## src/dcs_pkg.sv

```systemverilog
package dcs_pkg;

    localparam int MAX_PARTICLES = 1024;
    localparam int ADDR_W        = $clog2(MAX_PARTICLES);

    localparam int FQ_DEPTH = 4;
    localparam int FQ_PTR_W = $clog2(FQ_DEPTH);

    localparam int RAD_W  = 66;
    localparam int ROOT_W = 33;
    localparam int DIV_W  = 33;
    localparam int CNT_W  = 6;

    localparam logic [1:0] KIND_WRITE = 2'd0;
    localparam logic [1:0] KIND_SOLVE = 2'd1;
    localparam logic [1:0] KIND_READ  = 2'd2;

    localparam logic [1:0] ST_DONE      = 2'd0;
    localparam logic [1:0] ST_ZERO_DIST = 2'd1;
    localparam logic [1:0] ST_NO_MASS   = 2'd2;

    typedef enum logic [1:0] {
        OP_NONE,
        OP_WRITE,
        OP_SOLVE,
        OP_READ
    } t_op;

    typedef struct packed {
        logic [1:0]         kind;
        logic [9:0]         first_index;
        logic [9:0]         second_index;
        logic signed [31:0] pos_x;
        logic signed [31:0] pos_y;
        logic signed [31:0] pos_z;
        logic [31:0]        inv_mass;
        logic               pin_flag;
        logic [31:0]        rest_length;
        logic [15:0]        stiffness;
    } t_in;

    typedef struct packed {
        logic signed [31:0] out_x;
        logic signed [31:0] out_y;
        logic signed [31:0] out_z;
        logic [31:0]        out_inv_mass;
        logic               out_pinned;
        logic [1:0]         status;
    } t_out;

    typedef struct packed {
        t_op                op;
        logic [ADDR_W-1:0]  addr_a;
        logic [ADDR_W-1:0]  addr_b;
        logic signed [31:0] pos_x;
        logic signed [31:0] pos_y;
        logic signed [31:0] pos_z;
        logic [31:0]        inv_mass;
        logic               pin_flag;
        logic [31:0]        rest_length;
        logic [15:0]        stiffness;
    } t_cmd;

endpackage

```

## src/dcs_front.sv

```systemverilog
module dcs_front (
    input  logic          i_clk,
    input  logic          i_rst_n,
    input  logic          i_push,
    input  dcs_pkg::t_in  i_item,
    output logic          o_full,
    output logic          o_valid,
    output dcs_pkg::t_cmd o_cmd,
    input  logic          i_take
);
    import dcs_pkg::*;

    t_cmd                r_q [FQ_DEPTH];
    logic [FQ_PTR_W-1:0] r_wr;
    logic [FQ_PTR_W-1:0] r_rd;
    logic [FQ_PTR_W:0]   r_count;
    t_cmd                n_cmd;
    logic                a_ok;
    logic                b_ok;
    logic                push_ok;
    logic                take_ok;

    always_comb begin
        a_ok = 32'(i_item.first_index) < 32'(MAX_PARTICLES);
        b_ok = 32'(i_item.second_index) < 32'(MAX_PARTICLES);
        n_cmd.op = OP_NONE;
        case (i_item.kind)
            KIND_WRITE: if (a_ok) n_cmd.op = OP_WRITE;
            KIND_SOLVE: if (a_ok && b_ok) n_cmd.op = OP_SOLVE;
            KIND_READ:  if (a_ok) n_cmd.op = OP_READ;
            default:    n_cmd.op = OP_NONE;
        endcase
        n_cmd.addr_a      = ADDR_W'(i_item.first_index);
        n_cmd.addr_b      = ADDR_W'(i_item.second_index);
        n_cmd.pos_x       = i_item.pos_x;
        n_cmd.pos_y       = i_item.pos_y;
        n_cmd.pos_z       = i_item.pos_z;
        n_cmd.inv_mass    = i_item.inv_mass;
        n_cmd.pin_flag    = i_item.pin_flag;
        n_cmd.rest_length = i_item.rest_length;
        n_cmd.stiffness   = i_item.stiffness;
    end

    assign o_full  = r_count == (FQ_PTR_W + 1)'(FQ_DEPTH);
    assign o_valid = r_count != '0;
    assign o_cmd   = r_q[r_rd];
    assign push_ok = i_push && !o_full;
    assign take_ok = i_take && o_valid;

    always_ff @(posedge i_clk) begin
        if (push_ok) r_q[r_wr] <= n_cmd;
    end

    always_ff @(posedge i_clk) begin
        if (!i_rst_n) begin
            r_wr    <= '0;
            r_rd    <= '0;
            r_count <= '0;
        end else begin
            if (push_ok) r_wr <= r_wr + 1'b1;
            if (take_ok) r_rd <= r_rd + 1'b1;
            if (push_ok && !take_ok) r_count <= r_count + 1'b1;
            else if (take_ok && !push_ok) r_count <= r_count - 1'b1;
        end
    end

`ifndef SYNTHESIS
    a_take_needs_entry: assert property (@(posedge i_clk) disable iff (!i_rst_n)
        i_take |-> o_valid)
        else $error("command taken from empty queue");

    a_count_bound: assert property (@(posedge i_clk) disable iff (!i_rst_n)
        r_count <= (FQ_PTR_W + 1)'(FQ_DEPTH))
        else $error("command queue overflow");

    a_count_grows: assert property (@(posedge i_clk) disable iff (!i_rst_n)
        (push_ok && !take_ok) |=> r_count == $past(r_count) + 1'b1)
        else $error("command queue count lost a transaction");
`endif

endmodule

```

## config.mk

```make
export PLATFORM = sky130hd
export DESIGN_NAME = dcs_front
export DESIGN_NICKNAME = d
export VERILOG_FILES = /design/src/dcs_pkg.sv /design/src/dcs_front.sv
export SDC_FILE = /design/constraint.sdc
export NUM_CORES = 1
export LEC_CHECK = 0
export BUFFER_PORTS_ARGS = -buffer_cell sky130_fd_sc_hd__buf_2
export CORE_ASPECT_RATIO = 1.2
export CORE_UTILIZATION = 45
export DETAILED_ROUTE_END_ITERATION = 12
export GPL_ROUTABILITY_DRIVEN = 1
export GPL_TIMING_DRIVEN = 1
export PLACE_DENSITY = 0.66
export RECOVER_POWER = 25
export SYNTH_ARGS = -nofsm -noshare
export SYNTH_HDL_FRONTEND = slang
export SYNTH_SLANG_ARGS = --single-unit
```

## constraint.sdc

```tcl
create_clock -name i_clk -period 18.2 [get_ports i_clk]
set_input_delay 1.82 -clock i_clk [delete_from_list [all_inputs] [get_ports i_clk]]
set_output_delay 1.82 -clock i_clk [all_outputs]
set_load 0.02 [all_outputs]
```

==> results of run 1 <==
[per-stage QoR]
stage / util [%] / setup slack, ps / area (um2)
6_report: 54.1 / 12690 / 34500
5_1_grt: 54.1 / 12300 / 34500
4_1_cts: 54.3 / 12420 / 34600
3_5_place_dp: 50.4 / 13100 / 32100
3_3_place_gp: 50.4 / 13080 / 32100
2_1_floorplan: - / 10880 / 29200
[path summary, 6_finish.rpt]
kind                                  from          end  slack (ps)  cells after the start
worst max-delay path             flip-flop   o_cmd[153]       12690                      4
worst min-delay path               r_wr[1]      r_wr[1]         510                      2
worst max register to register  r_count[0]  r_q[1][197]       14680                      6
worst min register to register     r_wr[1]      r_wr[1]         510                      2
[routing by layer]
layer | share of wire, % | GRT usage (%)
met1 | 39 | 23.0
met2 | 51 | 29.3
met3 | 8.0 | 5.45
met4 | 2.3 | 6.14
met5 | 0.21 | 0
[registers in the layout (all words and copies together), names as in the netlist, named ones only]
name / count
r_q: 796
r_count: 3
r_rd: 2
r_wr: 2
[where the power goes]
group | switching (mW) | internal (mW) | leakage [nW]
registers | 0.0725 | 2.25 | 7.37
logic | 0.742 | 0.506 | 2.56
clock network | 0.676 | 0.890 | 1.22
[cell families after synthesis]
kind of cell	share of synthesized area [%]
and+or+nand+nor	0.356
muxes	15.5
adders and majority gates	0.369
buffers and inverters	1.11
DFF	82.5
AOI/OAI and AO/OA	0.0986
xor gates and xnor gates	0.120
[critical path: cells and delay by family (launching register included)]
kind	cells	cell delay, ps
buf+inv	3	1460
flops	1	970
mux	1	590
[layout make-up]
cell class / instances / area, um2
tap: 824 / 1030
clock buffer: 99 / 2120
multi-input combinational: 236 / 4800
fill: 4866 / 29200
inverter: 5 / 18.8
timing repair buffer: 423 / 2010
antenna: 6 / 15.0
sequential: 805 / 24100
clock inverter: 48 / 387
[cells in the mapped netlist (3+ instances only)]
cell	n	share of area, %
edfxtp_1	796	82
buf_2	22	0.38
nand2_1	4	0.051
buf_6	14	0.54
inv_1	5	0.064
ha_1	7	0.30
buf_1	8	0.10
mux2i_1	3	0.10
and2_1	8	0.17
mux4_2	199	15
dfxtp_1	9	0.62
xnor2_1	3	0.090
==> flow_summary.json, run 1 <==
{
  "path_cells": "buf_4, buf_4, mux4_2, buf_2",
  "layout_common_cells": "edfxtp_1 (796), buf_2 (277), mux4_2 (199)",
  "setup_viol": 0,
  "cp.required_ps": 16380,
  "hpwl_um": 36000,
  "placed_cells": 2293,
  "cts_htree_levels": 3,
  "ctsLongestPathBuffers": 3,
  "syn-cell-area_um2": 29200,
  "cts_tree": "built",
  "cts_hold_buf": 0,
  "postRouteAntennaNets": 0,
  "crit_path_start_kind": "flip-flop",
  "cts_setup_buffers": 0,
  "cts.reportedPaths.clkPinSlew_ps": 60,
  "final_common_cell": "edfxtp_1",
  "hold_ws_ps": 511,
  "numCtsBuffers": 80,
  "syn_nets": 1303,
  "arrival_ps": 3690,
  "rsz0062_at_grt": "false",
  "ys_async_sr_fraction_pct": 0,
  "routed_wl_um": 59100,
  "p_leak_nw": 11.1,
  "die_height_um": 281,
  "synth_edf_count": 796,
  "cp_slowest_cell": "dfxtp_4",
  "num_rows": 101,
  "numPortBuffers": 403,
  "endpoint_kind": "output port",
  "outcome": "completed",
  "yosysSeqAreaShare_pct": 82.5,
  "hold_viol_final": 0,
  "ioPinCount": 404,
  "start_util_pct": 45.8,
  "cap_violations": 0,
  "critPathMaxFanout": 46,
  "vdd_drop_max_uv": 98.4,
  "dieArea_um2": 65900,
  "syn_inst": 1092,
  "final_nets": 1762,
  "num_vias": 13057,
  "min_period_ps": 5510,
  "finalSetupTns_ps": 0,
  "critPathMostFrequentCell": "buf_4",
  "cts_resized": 0,
  "areaGrowthSynthToFinish_pct": 18.1,
  "die_w_um": 235,
  "skew_ps": 22.6,
  "viasPerCell": 5.34,
  "place_congestion": 0.757,
  "period_share_pct": 30.3,
  "track_usage_pct": 18.0,
  "synthFlopType": "edfxtp_1",
  "total_power_mw": 5.14,
  "clk_latency_ps": 610,
  "cts_sinks": 805,
  "drt-pass1-iter-count": 5,
  "antenna_found_initial": 15,
  "synth_warnings": 0,
  "drc_errors": 0,
  "grt_pass1_vias": 13944,
  "grt_first_pass_wirelength_um": 86300,
  "avgSynthCellArea_um2": 26.7,
  "core_area_um2": 63700,
  "layout.cells.non_filler": 2446,
  "slew_headroom_pct": 29.7,
  "slew_violations": 0,
  "wl_per_cell_um": 24.2,
  "worst-slew-pin-transition_ps": 1050,
  "ys_types": 23,
  "cp_slowest_stage_delay_ps": 970,
  "crit_type": "flip-flop to output port",
  "drive_gt1_share_pct": 38.0,
  "gr-total-overflow": 0,
  "grt_max_degree": 68,
  "pwr_density_cell_nw_per_um2": 149,
  "hp-class": "flip-flop to flip-flop",
  "cts_root_buf": "clkbuf_16",
  "synth_seq_cells": 805,
  "drtIter0Drc": 755,
  "clock.fmax_mhz": 182
}
(Power assumes the default switching activity.)
==> inputs of run 2 (changes only) <==
- ABC_AREA: unset -> 1
- PLACE_DENSITY: 0.66 -> 0.68
- clock period: 18.2 -> 4.7 ns (I/O delays scaled with it)
==> flow_summary.json, run 2 <==
{
  "grt_pass1_vias": 17821,
  "grt_max_degree": 221,
  "areaGrowthSynthToFinish_pct": 17.6,
  "slew_violations": 0,
  "whs_path_depth": 1,
  "antenna_found_initial": 10,
  "cts_resized": 0,
  "synth_top_cell_by_area": "edfxtp_1",
  "die_height_um": 284,
  "skew_ps": 19.8,
  "wl_per_cell_um": 21.1,
  "crit_type": "flip-flop to output port",
  "placed_area_um2": 32700,
  "cts.reportedPaths.clkPinSlew_ps": 60,
  "critPathBufInv": 3,
  "worst_slack_ps": 1050,
  "track_usage_pct": 20.0,
  "placed_cells": 3142,
  "drc_errors": 0,
  "numCtsBuffers": 80,
  "hold_viol_final": 0,
  "final_common_cell": "edfxtp_1",
  "cp_slowest_cell": "inv_8",
  "reg2reg_from": "r_count[0]",
  "yosysSeqAreaShare_pct": 80.7,
  "arrival_ps": 3180,
  "synth_top_cells_by_count": "edfxtp_1 (796), nor2_1 (412), o21ai_0 (377)",
  "hp-start": "i_item[18]",
  "outcome": "completed",
  "top_layer_used": "met5",
  "synth_top_area_share_pct": 80.1,
  "avgSynthCellArea_um2": 14.9,
  "clk_latency_ps": 620,
  "wl_met1_um": 27200,
  "synth.most_common_cell": "edfxtp_1",
  "crit_path_start_kind": "flip-flop",
  "synth_warnings": 0,
  "cts_root_buf": "clkbuf_16",
  "dieArea_um2": 67400,
  "layout_common_cells": "edfxtp_1 (796), nor2_1 (408), o21ai_0 (377)",
  "core_area_um2": 65700,
  "reg_top3": "r_q (796), r_count (3)",
  "layout.cells.non_filler": 3290,
  "design_area_um2": 35100,
  "drive_gt1_share_pct": 17.5,
  "pre_cts_slack_ps": 1650,
  "largest_reg_flops": 796,
  "setup_viol": 0,
  "period_share_pct": 77.7,
  "gr-total-overflow": 0,
  "synth_seq_cells": 805,
  "top_register": "r_q",
  "cts_sinks": 805,
  "wl_met3_um": 5770,
  "synthFlopType": "edfxtp_1",
  "p_leak_nw": 11.9,
  "worst-slew-pin-transition_ps": 1230,
  "routed_wl_um": 69500,
  "num_vias": 18110,
  "final_nets": 2595,
  "rr_worst_depth": 5,
  "path_cells": "inv_8, buf_4, o21ai_0, o22ai_1, buf_2",
  "clock.fmax_mhz": 274,
  "cap_violations": 0,
  "cts_setup_buffers": 0,
  "slew_headroom_pct": 17.9,
  "ys_types": 20,
  "min_period_ps": 3650,
  "finalSetupTns_ps": 0,
  "drt-pass1-iter-count": 5,
  "hold_ws_ps": 72.6,
  "synth_area_leaders": "edfxtp_1 (80%), o21ai_0 (6.3%), nor2_1 (5.2%)",
  "grt_first_pass_wirelength_um": 104000,
  "ys_async_sr_fraction_pct": 0,
  "cts_htree_levels": 3,
  "hp-class": "input port to flip-flop",
  "hpwl_um": 39100,
  "place_congestion": 0.759,
  "drtIter0Drc": 1328,
  "dr_wl_met2_um": 34500,
  "start_util_pct": 45.4,
  "rsz0062_at_grt": "false",
  "cts_tree": "built",
  "endpoint_kind": "output port",
  "vdd_drop_max_uv": 441,
  "syn_inst": 1998,
  "cp_slowest_stage_delay_ps": 660,
  "ioPinCount": 404,
  "cp.depth": 5,
  "num_rows": 103,
  "viasPerCell": 5.50,
  "postRouteAntennaNets": 0,
  "pwr_density_cell_nw_per_um2": 579,
  "syn_nets": 2209,
  "critPathMaxFanout": 114,
  "die_w_um": 237,
  "cts_hold_buf": 0,
  "cp.required_ps": 4230,
  "synth_edf_count": 796,
  "crit_family": "buffers and inverters",
  "ctsLongestPathBuffers": 3,
  "syn-cell-area_um2": 29900,
  "numPortBuffers": 403
}
-- run 2: cell count changes in the layout (fill, tap and decap cells not counted), moves of 4 or more --
cell / before / now
inv_1: 5 / 17
nand2_1: 4 / 15
and2_4: 4 / 0
buf_12: 0 / 12
o22ai_1: 0 / 199
nand3_1: 0 / 4
clkinv_1: 19 / 14
and2_1: 4 / 0
o21ai_1: 0 / 22
nor2_4: 0 / 4
mux4_2: 199 / 0
nor2_1: 0 / 408
o21ai_0: 1 / 377
-- run 2: logic make-up (layout without fill, tap and decap cells) --
| logic type | Yosys count | in the layout | share of synthesized area [%] |
|---|---|---|---|
| adder cells (fa/ha/maj) | 8 | 8 | 0.360 |
| AO/OA/AOI/OAI | 601 | 601 | 10.9 |
| other | 0 | 4 | 0 |
| AND/OR/NAND/NOR | 433 | 433 | 5.48 |
| flip-flops | 805 | 805 | 80.7 |
| buffers and inverters | 150 | 598 | 2.57 |
| XOR/XNOR | 1 | 1 | 0.0293 |
-- run 2: final cells by class --
| class | count | area (um2) |
|---|---|---|
| repair buffers | 435 | 2250 |
| flip-flops and latches | 805 | 24100 |
| diodes | 4 | 10.0 |
| well taps | 840 | 1050 |
| inverters | 19 | 86.3 |
| multi-input cells | 1043 | 5040 |
| fillers | 5400 | 30600 |
| clock buffers | 99 | 2120 |
| clock inverters | 45 | 464 |
-- run 2: worst register-to-register path, delay by kind of cell (launching register included) --
family | cells | cell delay [ps]
simple gates | 4 | 1410
buf+inv | 1 | 490
flops | 1 | 400
-- run 2: per-stage QoR --
step	util, %	power (mW)
2_1_floorplan	-	12.5
3_3_place_gp	49.7	14.1
3_5_place_dp	49.7	14.3
4_1_cts	53.6	20.5
5_1_grt	53.4	21.2
6_report	53.4	20.3
-- run 2: worst paths after layout --
| path | end | slack, ps |
|---|---|---|
| worst max-delay path | o_cmd[160] | 1050 |
| worst min-delay path | r_q[0][18] | 70 |
| worst max register to register | r_q[0][0] | 2040 |
| worst min register to register | r_wr[1] | 520 |
-- run 2: power breakdown --
group          switching (mW)  internal [mW]
combinational            3.76           1.39
clock                    2.64           3.61
sequential              0.194           8.72
total                    6.60           13.7
-- run 2: layer usage --
layer	global-route usage, %	vias up
li1	-	8340
met1	24.9	8984
met2	33.3	653
met3	5.67	119
met4	7.61	14
met5	0	-
==> inputs of run 3 (changes only) <==
- PLACE_DENSITY: 0.68 -> 0.66
- clock period: 4.7 -> 3.4 ns (I/O delays scaled with it)
==> flow_summary.json, run 3 (synthesized netlist as in run 2, its figures left out) <==
{
  "crit_type": "flip-flop to output port",
  "cts.reportedPaths.clkPinSlew_ps": 60,
  "num_rows": 103,
  "track_usage_pct": 20.5,
  "antenna_found_initial": 5,
  "die_w_um": 237,
  "drtIter0Drc": 1348,
  "rsz0062_at_grt": "false",
  "cap_violations": 0,
  "p_comb_share_pct": 26.6,
  "hpwl_um": 39300,
  "worst-slew-pin-transition_ps": 774,
  "finalSetupTns_ps": 0,
  "wl_per_cell_um": 20.1,
  "cts_htree_levels": 3,
  "hp-class": "input port to flip-flop",
  "largest_reg_flops": 796,
  "grt_pass1_vias": 19491,
  "cp.required_ps": 3060,
  "hold_viol_final": 0,
  "cts_tree": "built",
  "worst_slack_ps": 268,
  "place_congestion": 0.756,
  "hold_ws_ps": 56.4,
  "slew_headroom_pct": 48.4,
  "start_util_pct": 45.4,
  "skew_ps": 21.4,
  "setup_viol": 0,
  "cts_sinks": 805,
  "clk_latency_ps": 610,
  "design_area_um2": 37000,
  "num_vias": 19029,
  "drive_gt1_share_pct": 16.6,
  "cp_slowest_cell": "dfxtp_4",
  "numPortBuffers": 403,
  "drc_errors": 0,
  "numCtsBuffers": 77,
  "pre_cts_slack_ps": 972,
  "pwr_density_cell_nw_per_um2": 747,
  "power.internal_mw": 18.6,
  "period_share_pct": 92.1,
  "vdd_drop_max_uv": 719,
  "ctsLongestPathBuffers": 3,
  "clock_power_share_pct": 28.7,
  "clock.fmax_mhz": 319,
  "path_cells": "inv_8, buf_4, o21ai_0, o22ai_1, buf_2",
  "placed_area_um2": 32800,
  "top_register": "r_q",
  "reg_top3": "r_q (796), r_count (3)",
  "crit_path_start_kind": "flip-flop",
  "pwr-share-seq_pct": 44.7,
  "cp_slowest_stage_delay_ps": 530,
  "outcome": "completed",
  "dieArea_um2": 67400,
  "core_area_um2": 65700,
  "areaGrowthSynthToFinish_pct": 23.9,
  "drt-pass1-iter-count": 7,
  "die_height_um": 284,
  "p_leak_nw": 12.7,
  "grt_first_pass_wirelength_um": 107000,
  "grt_max_degree": 118,
  "endpoint_kind": "output port",
  "p_sw_mw": 9.06,
  "critPathMaxFanout": 89,
  "slew_violations": 0,
  "min_period_ps": 3130,
  "routed_wl_um": 70100,
  "ioPinCount": 404,
  "final_nets": 2795,
  "gr-total-overflow": 0,
  "final_common_cell": "edfxtp_1",
  "arrival_ps": 2790,
  "cts_resized": 0,
  "postRouteAntennaNets": 0,
  "switching_share_pct": 32.7,
  "viasPerCell": 5.46,
  "layout_common_cells": "edfxtp_1 (796), nor2_1 (407), o21ai_0 (377)",
  "cts_root_buf": "clkbuf_16"
}
[run 3: cell count changes in the layout (fill, tap and decap cells not counted), sizes merged]
cell	previous run	this run
diode	4	5
dlygate4sd3	0	198
clkbuf	228	216
clkinvlp	3	2
buf	306	322
clkinv	31	34
inv	23	21
bufinv	7	2
[run 3: per-stage QoR]
step	total power, mW	std cells	utilization (%)
floorplan	17.1	1998	-
global placement	19.6	3147	50.0
detailed placement	19.8	3147	50.0
CTS	27.9	3483	56.5
global route	28.8	3488	56.3
finish	27.7	3488	56.3
[run 3: path summary, 6_finish.rpt]
check | from | endpoint | slack (ps) | cells past startpoint
worst min-delay path | i_take | r_rd[0] | 60 | 3
worst min register to register | r_rd[0] | r_rd[0] | 520 | 2
worst max register to register | r_count[0] | r_q[3][184] | 1380 | 6
worst max-delay path | flip-flop | o_cmd[149] | 270 | 5
[run 3: power groups by stage]
stage	Clock, mW	Sequential (mW)	Combinational [mW]
6_report	7.93	12.4	7.35
5_1_grt	8.47	12.4	7.92
4_1_cts	8.07	12.4	7.42
3_5_place_dp	0	12.6	7.20
3_3_place_gp	0	12.5	7.07
2_1_floorplan	0	12.5	4.62
[run 3: layout make-up]
cell class                 count  area, um2
sequential                   805      24100
multi-input combinational   1043       5050
timing repair buffer         638       4390
antenna                        5       12.5
clock buffer                  98       2050
inverter                      19       83.8
clock inverter                40        269
tap                          840       1050
fill                        5188      28700
[run 3: layer usage]
metal,GRT usage (%),wire length [um],vias up
met5,0,0,-
met4,7.87,1860,0
met2,35.2,35300,671
met1,25.2,28200,9507
met3,4.44,4730,111
li1,-,-,8740
[run 3: repair_timing]
item,CTS,global route
endpoints found under the setup margin,0,0
setup buffers,0,0
endpoints found under the hold margin,792,0
hold buffers,198,0
[run 3: worst max-delay path, delay by kind of cell, from the launching register on]
family	cells	cell delay (ps)
buffers and inverters	3	1070
DFF	1	530
AOI/OAI and AO/OA	2	350
